[config.mk]
export PLATFORM = sky130hd
export DESIGN_NAME = kiss_random_bit_pool_top
export DESIGN_NICKNAME = d
export VERILOG_FILES = /design/src/hdl/kbp_pkg.sv /design/src/hdl/kbp_gen.sv /design/src/hdl/kiss_random_bit_pool_top.sv
export VERILOG_INCLUDE_DIRS = /design/src /design/src/hdl
export SDC_FILE = /design/constraint.sdc
export NUM_CORES = 1
export LEC_CHECK = 0
export BUFFER_PORTS_ARGS = -buffer_cell sky130_fd_sc_hd__buf_2
export CORE_MARGIN = 4
export CORE_UTILIZATION = 55
export DETAILED_ROUTE_END_ITERATION = 10
export HOLD_SLACK_MARGIN = 0.05
export PLACE_DENSITY = 0.75
export SLEW_MARGIN = 30
export SYNTH_ARGS = -nofsm -noshare
export SYNTH_HDL_FRONTEND = slang
export SYNTH_HIERARCHICAL = 1
export SYNTH_SLANG_ARGS = --single-unit
[constraint.sdc]
create_clock -name clock -period 3.93 [get_ports clock]
set_input_delay 0.1965 -clock clock [delete_from_list [all_inputs] [get_ports clock]]
set_output_delay 0.1965 -clock clock [all_outputs]
set_load 0.005 [all_outputs]
[src/hdl/kiss_random_bit_pool_top_macros.svh]
// Assertion macros used by the random bit pool top level.
`ifndef KISS_RANDOM_BIT_POOL_TOP_MACROS_SVH
`define KISS_RANDOM_BIT_POOL_TOP_MACROS_SVH

// Same-cycle implication, checked on every rising clock edge outside reset.
`define KBP_ASSERT_NOW(label, ante, cons) \
   label: assert property (@(posedge clock) disable iff (reset) (ante) |-> (cons)) \
      else $error("random bit pool check failed");

// Next-cycle implication, checked on every rising clock edge outside reset.
`define KBP_ASSERT_NEXT(label, ante, cons) \
   label: assert property (@(posedge clock) disable iff (reset) (ante) |=> (cons)) \
      else $error("random bit pool check failed");

`endif

[src/hdl/kbp_pkg.sv]
// Types and constants of the random bit pool.
package kbp_pkg;

   localparam int unsigned WORD_W = 32;
   localparam int unsigned COUNT_W = 6;

   localparam logic [WORD_W-1:0] WEYL_STEP = 32'd1411392427;
   localparam logic [WORD_W-1:0] LAG_MASK = 32'd2147483647;
   localparam int unsigned XS_SHIFT_A = 5;
   localparam int unsigned XS_SHIFT_B = 7;
   localparam int unsigned XS_SHIFT_C = 22;

   localparam logic [WORD_W-1:0] SEED_WEYL_RESET = 32'd123456789;
   localparam logic [WORD_W-1:0] SEED_XS_RESET = 32'd362436069;
   localparam logic [WORD_W-1:0] SEED_LAG_FIRST_RESET = 32'd521288629;
   localparam logic [WORD_W-1:0] SEED_LAG_SECOND_RESET = 32'd916191069;

   localparam logic [COUNT_W-1:0] MAX_BITS = 6'd32;

   typedef enum logic [1:0] {
      REG_SEED_WEYL,
      REG_SEED_XORSHIFT,
      REG_SEED_LAG_FIRST,
      REG_SEED_LAG_SECOND
   } reg_index_type;

   typedef struct packed {
      logic [WORD_W-1:0] weyl;
      logic [WORD_W-1:0] xorshift;
      logic [WORD_W-1:0] lag_first;
      logic [WORD_W-1:0] lag_second;
   } seed_set_type;

   typedef enum logic [2:0] {
      ST_IDLE,
      ST_SCAN,
      ST_READ,
      ST_GEN,
      ST_STORE,
      ST_FETCH,
      ST_DONE
   } state_type;

endpackage

[src/hdl/kbp_gen.sv]
// Generator of the random bit pool: xorshift, add-with-carry lag pair and Weyl counter.
module kbp_gen (
   input  logic                     clock,
   input  logic                     reset,
   input  logic                     load,
   input  logic                     step,
   input  kbp_pkg::seed_set_type    seeds,
   output logic [kbp_pkg::WORD_W-1:0] word
);
   import kbp_pkg::*;

   logic [WORD_W-1:0] weyl_ff, weyl_in;
   logic [WORD_W-1:0] xs_ff, xs_in;
   logic [WORD_W-1:0] older_ff, older_in;
   logic [WORD_W-1:0] newer_ff, newer_in;
   logic              carry_ff, carry_in;

   logic [WORD_W-1:0] xs_a, xs_b, xs_c;
   logic [WORD_W-1:0] lag_sum;

   always_comb begin
      xs_a = xs_ff ^ (xs_ff << XS_SHIFT_A);
      xs_b = xs_a ^ (xs_a >> XS_SHIFT_B);
      xs_c = xs_b ^ (xs_b << XS_SHIFT_C);
      lag_sum = older_ff + newer_ff + {{(WORD_W-1){1'b0}}, carry_ff};
   end

   always_comb begin
      weyl_in = weyl_ff;
      xs_in = xs_ff;
      older_in = older_ff;
      newer_in = newer_ff;
      carry_in = carry_ff;
      if (load) begin
         weyl_in = seeds.weyl;
         xs_in = seeds.xorshift;
         older_in = seeds.lag_first;
         newer_in = seeds.lag_second;
         carry_in = 1'b0;
      end else if (step) begin
         weyl_in = weyl_ff + WEYL_STEP;
         xs_in = xs_c;
         older_in = newer_ff;
         newer_in = lag_sum & LAG_MASK;
         carry_in = lag_sum[WORD_W-1];
      end
   end

   always_ff @(posedge clock) begin
      if (reset) begin
         weyl_ff <= SEED_WEYL_RESET;
         xs_ff <= SEED_XS_RESET;
         older_ff <= SEED_LAG_FIRST_RESET;
         newer_ff <= SEED_LAG_SECOND_RESET;
         carry_ff <= 1'b0;
      end else begin
         weyl_ff <= weyl_in;
         xs_ff <= xs_in;
         older_ff <= older_in;
         newer_ff <= newer_in;
         carry_ff <= carry_in;
      end
   end

   assign word = weyl_ff + xs_ff + newer_ff;

endmodule

[src/hdl/kiss_random_bit_pool_top.sv]
// Top level of the random bit pool: seed registers, pool memory and draw sequencer.
//
//   Port group   Handshake              Content
//   req_*        req_valid/req_stall    req_bit_count, bits to draw (above 32 means 32)
//   rsp_*        rsp_valid/rsp_stall    rsp_random_bits, first drawn bit most significant
//   APB          psel/penable/pwrite    four 32-bit seed registers at 0x0, 0x4, 0x8, 0xC
//
// A request draws each bit from a nonzero pool word through ST_SCAN and ST_READ, skips each
// zero word in ST_SCAN, and refills the pool through ST_GEN and ST_STORE per word, then ST_FETCH;
// ST_IDLE accepts it and ST_DONE returns the word. A zero count goes from ST_IDLE straight to
// ST_DONE and returns 0. Reset is synchronous and empties the pool at once.
// No new request is taken until the result word has left through rsp_stall low.
`include "kiss_random_bit_pool_top_macros.svh"

module kiss_random_bit_pool_top #(
   parameter int unsigned POOL_WORDS = 4
) (
   input  logic                        clock,
   input  logic                        reset,
   input  logic                        req_valid,
   output logic                        req_stall,
   input  logic [kbp_pkg::COUNT_W-1:0] req_bit_count,
   output logic                        rsp_valid,
   input  logic                        rsp_stall,
   output logic [kbp_pkg::WORD_W-1:0]  rsp_random_bits,
   input  logic                        psel,
   input  logic                        penable,
   input  logic                        pwrite,
   input  logic [3:0]                  paddr,
   input  logic [31:0]                 pwdata,
   output logic [31:0]                 prdata,
   output logic                        pready
);
   import kbp_pkg::*;

   localparam int unsigned IDX_W = (POOL_WORDS > 1) ? $clog2(POOL_WORDS) : 1;
   localparam int unsigned POS_W = $clog2(POOL_WORDS + 1);
   localparam logic [POS_W-1:0] POS_END = POS_W'(POOL_WORDS);
   localparam logic [IDX_W-1:0] IDX_LAST = IDX_W'(POOL_WORDS - 1);

   state_type state_ff, state_in;
   seed_set_type seeds_ff, seeds_in;
   logic [COUNT_W-1:0] cnt_ff, cnt_in;
   logic [POS_W-1:0] pos_ff, pos_in;
   logic [IDX_W-1:0] k_ff, k_in;
   logic [WORD_W-1:0] result_ff, result_in;
   logic [POOL_WORDS-1:0] nz_ff, nz_in;
   logic [WORD_W-1:0] rd_data_ff;
   logic [WORD_W-1:0] pool_mem [POOL_WORDS];

   logic cfg_write;
   reg_index_type cfg_reg;
   logic [COUNT_W-1:0] req_count;
   logic [IDX_W-1:0] pos_idx;
   logic at_end;
   logic cur_nz;
   logic gen_step;
   logic [WORD_W-1:0] gen_word;
   logic mem_we;
   logic [IDX_W-1:0] mem_waddr;
   logic [WORD_W-1:0] mem_wdata;

   assign pready = 1'b1;
   assign cfg_write = psel && penable && pwrite && pready;
   assign cfg_reg = reg_index_type'(paddr[3:2]);

   always_comb begin
      seeds_in = seeds_ff;
      if (cfg_write) begin
         case (cfg_reg)
            REG_SEED_WEYL: begin
               seeds_in.weyl = pwdata;
            end
            REG_SEED_XORSHIFT: begin
               seeds_in.xorshift = pwdata;
            end
            REG_SEED_LAG_FIRST: begin
               seeds_in.lag_first = pwdata;
            end
            REG_SEED_LAG_SECOND: begin
               seeds_in.lag_second = pwdata;
            end
            default: begin
               seeds_in = seeds_ff;
            end
         endcase
      end
   end

   always_comb begin
      case (cfg_reg)
         REG_SEED_WEYL: prdata = seeds_ff.weyl;
         REG_SEED_XORSHIFT: prdata = seeds_ff.xorshift;
         REG_SEED_LAG_FIRST: prdata = seeds_ff.lag_first;
         REG_SEED_LAG_SECOND: prdata = seeds_ff.lag_second;
         default: prdata = '0;
      endcase
   end

   kbp_gen u_gen (
      .clock (clock),
      .reset (reset),
      .load  (cfg_write),
      .step  (gen_step),
      .seeds (seeds_in),
      .word  (gen_word)
   );

   assign req_count = (req_bit_count > MAX_BITS) ? MAX_BITS : req_bit_count;
   assign pos_idx = pos_ff[IDX_W-1:0];
   assign at_end = (pos_ff == POS_END);
   assign cur_nz = at_end ? 1'b0 : nz_ff[pos_idx];

   always_comb begin
      state_in = state_ff;
      case (state_ff)
         ST_IDLE: begin
            if (req_valid) begin
               state_in = (req_count == '0) ? ST_DONE : ST_SCAN;
            end
         end
         ST_SCAN: begin
            if (at_end) begin
               state_in = ST_GEN;
            end else if (cur_nz) begin
               state_in = ST_READ;
            end
         end
         ST_GEN: begin
            state_in = ST_STORE;
         end
         ST_STORE: begin
            state_in = (k_ff == IDX_LAST) ? ST_FETCH : ST_GEN;
         end
         ST_FETCH: begin
            state_in = ST_READ;
         end
         ST_READ: begin
            state_in = (cnt_ff == COUNT_W'(1)) ? ST_DONE : ST_SCAN;
         end
         ST_DONE: begin
            if (!rsp_stall) begin
               state_in = ST_IDLE;
            end
         end
         default: begin
            state_in = ST_IDLE;
         end
      endcase
   end

   always_comb begin
      mem_we = 1'b0;
      mem_waddr = pos_idx;
      mem_wdata = rd_data_ff >> 1;
      gen_step = 1'b0;
      cnt_in = cnt_ff;
      pos_in = pos_ff;
      k_in = k_ff;
      result_in = result_ff;
      nz_in = nz_ff;
      case (state_ff)
         ST_IDLE: begin
            if (req_valid) begin
               cnt_in = req_count;
               pos_in = '0;
               result_in = '0;
            end
         end
         ST_SCAN: begin
            if (at_end) begin
               k_in = '0;
            end else if (!cur_nz) begin
               pos_in = pos_ff + POS_W'(1);
            end
         end
         ST_GEN: begin
            gen_step = 1'b1;
         end
         ST_STORE: begin
            mem_we = 1'b1;
            mem_waddr = k_ff;
            mem_wdata = gen_word;
            nz_in[k_ff] = (gen_word != '0);
            k_in = k_ff + IDX_W'(1);
            if (k_ff == IDX_LAST) begin
               pos_in = '0;
            end
         end
         ST_READ: begin
            mem_we = 1'b1;
            nz_in[pos_idx] = (rd_data_ff[WORD_W-1:1] != '0);
            result_in = {result_ff[WORD_W-2:0], rd_data_ff[0]};
            cnt_in = cnt_ff - COUNT_W'(1);
         end
         default: begin
            mem_we = 1'b0;
         end
      endcase
      if (cfg_write) begin
         nz_in = '0;
      end
   end

   always_ff @(posedge clock) begin
      if (mem_we) begin
         pool_mem[mem_waddr] <= mem_wdata;
      end
      if (!at_end) begin
         rd_data_ff <= pool_mem[pos_idx];
      end
   end

   always_ff @(posedge clock) begin
      if (reset) begin
         state_ff <= ST_IDLE;
         nz_ff <= '0;
         seeds_ff <= '{SEED_WEYL_RESET, SEED_XS_RESET, SEED_LAG_FIRST_RESET,
                       SEED_LAG_SECOND_RESET};
      end else begin
         state_ff <= state_in;
         nz_ff <= nz_in;
         seeds_ff <= seeds_in;
      end
   end

   always_ff @(posedge clock) begin
      cnt_ff <= cnt_in;
      pos_ff <= pos_in;
      k_ff <= k_in;
      result_ff <= result_in;
   end

   assign req_stall = (state_ff != ST_IDLE);
   assign rsp_valid = (state_ff == ST_DONE);
   assign rsp_random_bits = result_ff;

   `KBP_ASSERT_NEXT(a_zero_count_done, req_valid && !req_stall && req_bit_count == '0, rsp_valid)
   `KBP_ASSERT_NOW(a_scan_word_nonzero, state_ff == ST_READ && $past(state_ff) == ST_SCAN, rd_data_ff != '0)
   `KBP_ASSERT_NEXT(a_cfg_clears_pool, cfg_write, nz_ff == '0)
   `KBP_ASSERT_NOW(a_read_has_count, state_ff == ST_READ, cnt_ff != '0)

endmodule

==> results.toml, run 1 <==
[global_route]
overflow = 0
grt_usage_pct = 27.2
grt_max_degree = 156
grt_pass1_vias = 18660
antenna_found_initial = 3
grt_pass1_wl_mm = 108

[layout]
fillers = 3359
area_growth_pct = 16.8
diodes = 0
drive_above_1_share_pct = 26.3
final_area_um2 = 29500
multi_input_comb_area_um2 = 13300
regArea_um2 = 11400
fin_nets = 2672

[power]
irDropWorstVdd_mv = 0.394
p_leak_nw = 11.0
power_density_nw_per_um2 = 524

[logic_synthesis]
synth_flop_cell = "dfxtp_1"
syn_inst = 2274
synth_mux_area_share_pct = 15.8
syn_nets = 2428
synth_edf_count = 203
netlist-cell-type-count = 95
syn-mean-instance-area_um2 = 11.1
yosys.area.top_type = "edfxtp_1"
synth_top_family_by_area = "multiplexers"
synth_seq_cells = 467
async_reset_ff_share_pct = 0
ys_top_cells_by_area = "edfxtp_1, dfxtp_1, mux4_2"
synth_xor_area_share_pct = 5.76
yosysWarnings = 6
synth_compound_area_share_pct = 10.5
synth.cell_area_um2 = 25200
ys_seq_area_share_pct = 45.1
yosysTopAreaCellShare_pct = 24.2
synth_fa_ha_area_share_pct = 6.22
synth-simple-area-share_pct = 13.8

[floorplanning]
start_util_pct = 55.6
core_um2 = 45400
die_y_um = 222
fp.dieW_um = 222
ios = 116
dieArea_um2 = 49400
num_rows = 78

[clock_network]
clk_pin_slew_worst_paths_ps = 70
numCtsBuffers = 49
cts_max_path_buffers = 3
cts_root_buf = "clkbuf_16"
clkSinkCount = 467
htree_levels = 2
clkLatencyLatePin_ps = 600
tritoncts = "done"

[sta]
hold_viol = 0
skew_ps = 28.3
rsz0062_at_grt = "true"
tightestPinTransition_ps = 1000
slew_headroom_pct = 33.1
finalSetupViolations = 0
holdWs_ps = 104
fmax_ghz = 0.255
fin_crit_ps = 3930
slew_viol_final = 0
timing.final.ws_setup_ps = 2.55
final.period_utilization_pct = 99.9
fin_setup_tns_ps = 0

[critical_path]
critPathLaunchType = "flip-flop"
worstPathCellList = "fa_1 -> ha_1 -> nand2_2 -> or3_4 -> or2_0 -> a2111o_1 -> o211ai_2 -> buf_4 -> o31ai_2 -> xnor2_1 -> nor4_1 -> nand4_1 -> o21ai_1 -> buf_4 -> o211ai_1"
slowest_delay_ps = 450
crit_required_ps = 4400
cpMostUsedCell = "buf_4"
arrival_ps = 4400
crit_buf_inv = 2
critPathMaxFanout = 4
criticalPathCategory = "flip-flop to flip-flop"
cp-end-kind = "flip-flop"
cp_slowest_cell = "fa_1"
crit_family = "simple AND/OR/NAND/NOR gates"

[detailed_routing]
firstDrtPassIters = 5
via_per_inst = 6.03
ant_nets = 0
drc = 0
wl_mm = 68.9
num_vias = 19029
wl_per_cell_um = 21.8
drt_first_iter_violations = 1741

[outcome]
outcome = "completed"

[placement]
dp_hpwl_mm = 49.3
port-buffer-count = 112
place_area_um2 = 27300
pre_cts_ws_ps = -288
gp_congestion = 0.967

[min_path]
hp-class = "primary input to flip-flop"

[job]
max-cap-violations = 0
-- kinds of logic (layout without fill, tap and decap cells) --
logic type | Yosys count | in the layout
mux | 291 | 291
other cells | 1 | 1
flops | 467 | 467
compound gates | 405 | 405
fa+ha+maj | 105 | 105
xor+xnor | 166 | 166
buf+inv | 161 | 445
simple gates | 678 | 678
-- cell usage in the layout, fill, tap and decap left out, drive strengths merged, types with 18 or more instances in the layout --
cell type / synthesis / final
a211oi: 32 / 32
a21o: 33 / 33
a21oi: 121 / 121
and2: 43 / 43
and3: 21 / 21
buf: 39 / 281
clkbuf: 89 / 64
clkinv: 0 / 18
dfxtp: 264 / 264
dlygate4sd3: 0 / 40
edfxtp: 203 / 203
fa: 34 / 34
ha: 71 / 71
inv: 33 / 34
mux2: 161 / 161
mux2i: 65 / 65
mux4: 65 / 65
nand2: 177 / 177
nand3: 20 / 20
nand4: 20 / 20
nor2: 145 / 145
nor2b: 68 / 68
nor3: 30 / 30
nor4: 23 / 23
o211ai: 22 / 22
o21ai: 89 / 89
or2: 72 / 72
xnor2: 107 / 107
xor2: 59 / 59
-- per-stage QoR --
stage | instances | power, mW | util (%)
detailed placement | 3023 | 10.6 | 60.1
floorplan | 2274 | 9.10 | -
global route | 3158 | 16.2 | 65.0
CTS | 3155 | 15.4 | 64.8
global placement | 3023 | 10.5 | 60.1
finish | 3158 | 15.4 | 65.0
-- final cells by class --
cell class	instances	area share, %
clock buffers	64	4.59
clock inverters	27	1.01
inverters	33	0.424
multi-input cells	1646	45.1
flip-flops and latches	467	38.6
well taps	600	2.55
repair buffers	321	7.66
-- worst register-to-register path, stage by stage (launching register included) --
cell      delay [ps]
dfxtp_1          410
fa_1             460
ha_1             340
nand2_2          100
or3_4            390
or2_0            210
a2111o_1         440
o211ai_2         200
buf_4            150
o31ai_2           60
xnor2_1          160
nor4_1           250
nand4_1          220
o21ai_1          180
buf_4            140
o211ai_1         110
-- synthesized netlist by cell type, types with 6 or more instances --
cell and count:
nand3_1 19, dfxtp_1 264, and2_1 42, a2111oi_0 6
buf_2 17, mux4_2 65, nor2b_1 68, fa_1 34
xnor2_1 107, mux2_1 21, o21a_1 12, inv_1 33
nand4_1 20, o32ai_1 7, or2_1 17, o2111ai_1 6
clkbuf_1 88, a211oi_1 32, o211ai_1 20, nand3b_1 11
o21ai_0 85, a31oi_1 11, nor3b_1 7, nor4_1 23
buf_6 10, or3_1 11, a21o_1 31, a21oi_1 120
buf_1 7, mux2_4 15, ha_1 71, and3_1 20
xor2_1 59, nand2_1 176, nand2b_1 12, nor2_1 145
edfxtp_1 203, mux2i_1 65, mux2_2 125, or2_2 54
nor3_1 30
-- state kept, by name (all words and copies together), names as in the netlist --
name,count
seeds_ff,128
pool_mem,128
state_ff,3
u_gen/newer_ff,32
k_ff,2
nz_ff,4
u_gen/xs_ff,32
u_gen/carry_ff,1
u_gen/weyl_ff,32
rd_data_ff,32
pos_ff,3
rsp_random_bits,32
u_gen/older_ff,32
cnt_ff,6
-- layer usage --
metal / track usage, % / share of wire, % / vias to the layer above / wire length, µm
li1: - / - / 8767 / -
met1: 40.4 / 44 / 9360 / 30400
met2: 42.0 / 45 / 778 / 31100
met3: 4.82 / 8.3 / 124 / 5690
met4: 6.54 / 2.5 / 0 / 1730
met5: 0 / 0 / - / 0
-- where the power goes --
part	switching, mW	internal [mW]	leakage (nW)	total (mW)
logic	2.41	1.99	6.14	4.39
registers	0.371	5.93	4.05	6.30
clock network	1.97	2.77	0.804	4.75
-- worst paths after layout --
| kind | start | to | cells past startpoint | slack, ps |
|---|---|---|---|---|
| worst max-delay path | u_gen/newer_ff[18] | nz_ff[0] | 15 | 3 |
| worst min-delay path | pwdata[23] | seeds_ff[23] | 3 | 100 |
| worst max register to register | u_gen/newer_ff[18] | nz_ff[0] | 15 | 3 |
| worst min register to register | nz_ff[3] | nz_ff[3] | 2 | 500 |
-- what timing repair did --
item,in CTS,in global routing
buffers inserted,1,3
resized for setup,10,17
pin swaps,7,8
hold endpoints to repair,159,0
endpoints found under the setup margin,4,4
hold buffers,40,0
Power figures use the tool's default switching activity.
==> inputs of run 2 (changes only) <==
--- a/config.mk
+++ b/config.mk
@@ -6,12 +6,12 @@
 export SDC_FILE = /design/constraint.sdc
 export NUM_CORES = 1
 export LEC_CHECK = 0
-export BUFFER_PORTS_ARGS = -buffer_cell sky130_fd_sc_hd__buf_2
 export CORE_MARGIN = 4
 export CORE_UTILIZATION = 55
 export DETAILED_ROUTE_END_ITERATION = 10
+export DONT_BUFFER_PORTS = 1
 export HOLD_SLACK_MARGIN = 0.05
-export PLACE_DENSITY = 0.75
+export PLACE_DENSITY = 0.73
 export SLEW_MARGIN = 30
 export SYNTH_ARGS = -nofsm -noshare
 export SYNTH_HDL_FRONTEND = slang
==> results.toml, run 2 (synthesis results as in run 1) <==
[outcome]
outcome = "finished with violations"
violations = "negative setup slack"

[floorplanning]
core_um2 = 45400
ios = 116
dieArea_um2 = 49400
die_y_um = 222
num_rows = 78
fp.dieW_um = 222
start_util_pct = 55.6

[layout]
area_growth_pct = 13.9
reg_top3 = "pool_mem (128), seeds_ff (128)"
drive_above_1_share_pct = 22.2
fin_nets = 2549
fillers = 3519
layoutNonFillerInstCount = 3030
final_common_cell = "dfxtp_1"
layout_common_cells = "dfxtp_1, edfxtp_1, nand2_1"
diodes = 0

[detailed_routing]
wl_mm = 68.1
ant_nets = 0
firstDrtPassIters = 6
num_vias = 18474
drt_first_iter_violations = 1856
via_per_inst = 6.10
wl_per_cell_um = 22.5
drc = 0

[min_path]
hold_path_end = "u_gen/xs_ff[30]"
min_from = "psel"
holdPathStages = 3
hp-class = "primary input to flip-flop"

[placement]
gp_congestion = 0.993
port-buffer-count = 0
dp_cells = 2899
dp_hpwl_mm = 48.1

[critical_path]
worstPathCellList = "fa_1 -> ha_1 -> nand2_1 -> or3_4 -> or2_0 -> a2111o_1 -> o211ai_2 -> a311o_1 -> xor2_1 -> nor4_2 -> nand4_1 -> o21ai_1 -> buf_4 -> o211ai_1"
crit_family = "compound AO/OA/AOI/OAI gates"
crit_required_ps = 4390
crit_buf_inv = 1
r2r_setup_slack_ps = -20
criticalPathCategory = "flip-flop to flip-flop"
startpoint = "u_gen/newer_ff[17]"
cp_slowest_cell = "fa_1"
critPathMaxFanout = 4
rr_startpoint = "u_gen/newer_ff[17]"
slowest_delay_ps = 450
cp-end-kind = "flip-flop"
arrival_ps = 4410
reg2reg_to = "nz_ff[1]"
critPathLaunchType = "flip-flop"
reg2regPathDepth = 14

[sta]
fin_crit_ps = 3950
hold_viol = 0
finalSetupViolations = 3
fmax_ghz = 0.253
slew_viol_final = 0
skew_ps = 44.9
slew_headroom_pct = 31.2
tightestPinTransition_ps = 1030
final.period_utilization_pct = 101
rsz0062_at_grt = "true"
holdWs_ps = 64.6
timing.final.ws_setup_ps = -24.0

[global_route]
grt_pass1_wl_mm = 106
grt_pass1_vias = 18478
overflow = 0
antenna_found_initial = 3
grt_usage_pct = 26.9
grt_max_degree = 194

[clock_network]
cts_max_path_buffers = 3
clkLatencyLatePin_ps = 600
htree_levels = 2
cts_root_buf = "clkbuf_16"
clk_pin_slew_worst_paths_ps = 60
clkSinkCount = 467
numCtsBuffers = 50
tritoncts = "done"

[job]
max-cap-violations = 0

[power]
power_frac_clock_pct = 30.5
seq_power_share_pct = 41.7
power_density_nw_per_um2 = 528
p_sw_share_pct = 30.7
irDropWorstVdd_mv = 0.357
p_comb_share_pct = 27.8
p_leak_nw = 10.4
p_switching_mw = 4.65
p_int_mw = 10.5
==> run 2: changes by cell type in the layout (fill, tap and decap cells not counted), moves of 2 or more <==
cell	change
a21oi_1	-2
a21oi_2	+2
buf_2	-111
buf_4	-16
clkbuf_1	+6
clkbuf_8	-4
clkinv_1	-4
clkinv_4	+3
clkinvlp_4	-3
dfxtp_1	+5
dfxtp_2	-5
dlygate4sd3_1	+2
==> run 2: worst max path at each step <==
stage / cells after the start / slack [ps] / to
floorplan: 4 / 10 / pool_mem[1][0]
global placement: 15 / -240 / nz_ff[0]
detailed placement: 16 / -310 / nz_ff[3]
CTS: 16 / -50 / nz_ff[3]
global route: 15 / -160 / nz_ff[3]
finish: 14 / -20 / nz_ff[1]
==> run 2: area by class of cell <==
cell class	count	area, µm²	share of cell area (%)
Clock inverter	21	256	0.892
Sequential cell	467	11400	39.6
Timing Repair Buffer	197	1620	5.63
Multi-Input combinational cell	1646	13300	46.2
Inverter	33	125	0.435
Clock buffer	66	1320	4.59
Tap cell	600	751	2.61
==> run 2: power groups by stage <==
stage	combinational, mW	clock, mW	sequential (mW)
3_5_place_dp	4.01	0	6.41
5_1_grt	4.60	4.90	6.38
3_3_place_gp	3.92	0	6.39
6_report	4.22	4.62	6.32
2_1_floorplan	2.81	0	6.29
4_1_cts	4.16	4.70	6.32
==> run 2: repair_timing <==
| item | 4_1_cts | 5_1_grt |
|---|---|---|
| hold buffers | 43 | 0 |
| gates resized for setup | 8 | 16 |
| endpoints found under the hold margin | 265 | 0 |
| buffers inserted | 2 | 0 |
| setup endpoints to repair | 4 | 4 |
| pin swaps | 10 | 10 |
==> run 2: through the flow <==
stage	worst slack (ps)	utilization (%)	total power, mW	setup TNS [ps]	instance area, µm²
final	-24.0	63.4	15.2	-60.4	28800
after global routing	-164	63.4	15.9	-627	28800
after CTS	-54.5	63.2	15.2	-177	28700
after detailed placement	-311	58.7	10.4	-1170	26600
after global placement	-238	58.7	10.3	-922	26600
after floorplan	14.9	-	9.10	0	25200
==> run 2: worst register-to-register path: stages, from the launching register on <==
cell      delay (ps)
dfxtp_1          410
fa_1             450
ha_1             360
nand2_1           90
or3_4            380
or2_0            200
a2111o_1         440
o211ai_2         270
a311o_1          230
xor2_1           100
nor4_2           250
nand4_1          210
o21ai_1          190
buf_4            150
o211ai_1         100
==> run 2: routing by layer <==
layer  global-route usage, %  vias up  wire (µm)  part of all wire, %
li1                        -     8517          -                    -
met1                    38.9     9167      30300                   45
met2                    41.6      670      30500                   45
met3                    5.72      118       5380                  7.9
met4                    7.32        2       1850                  2.7
met5                       0        -         13                0.019
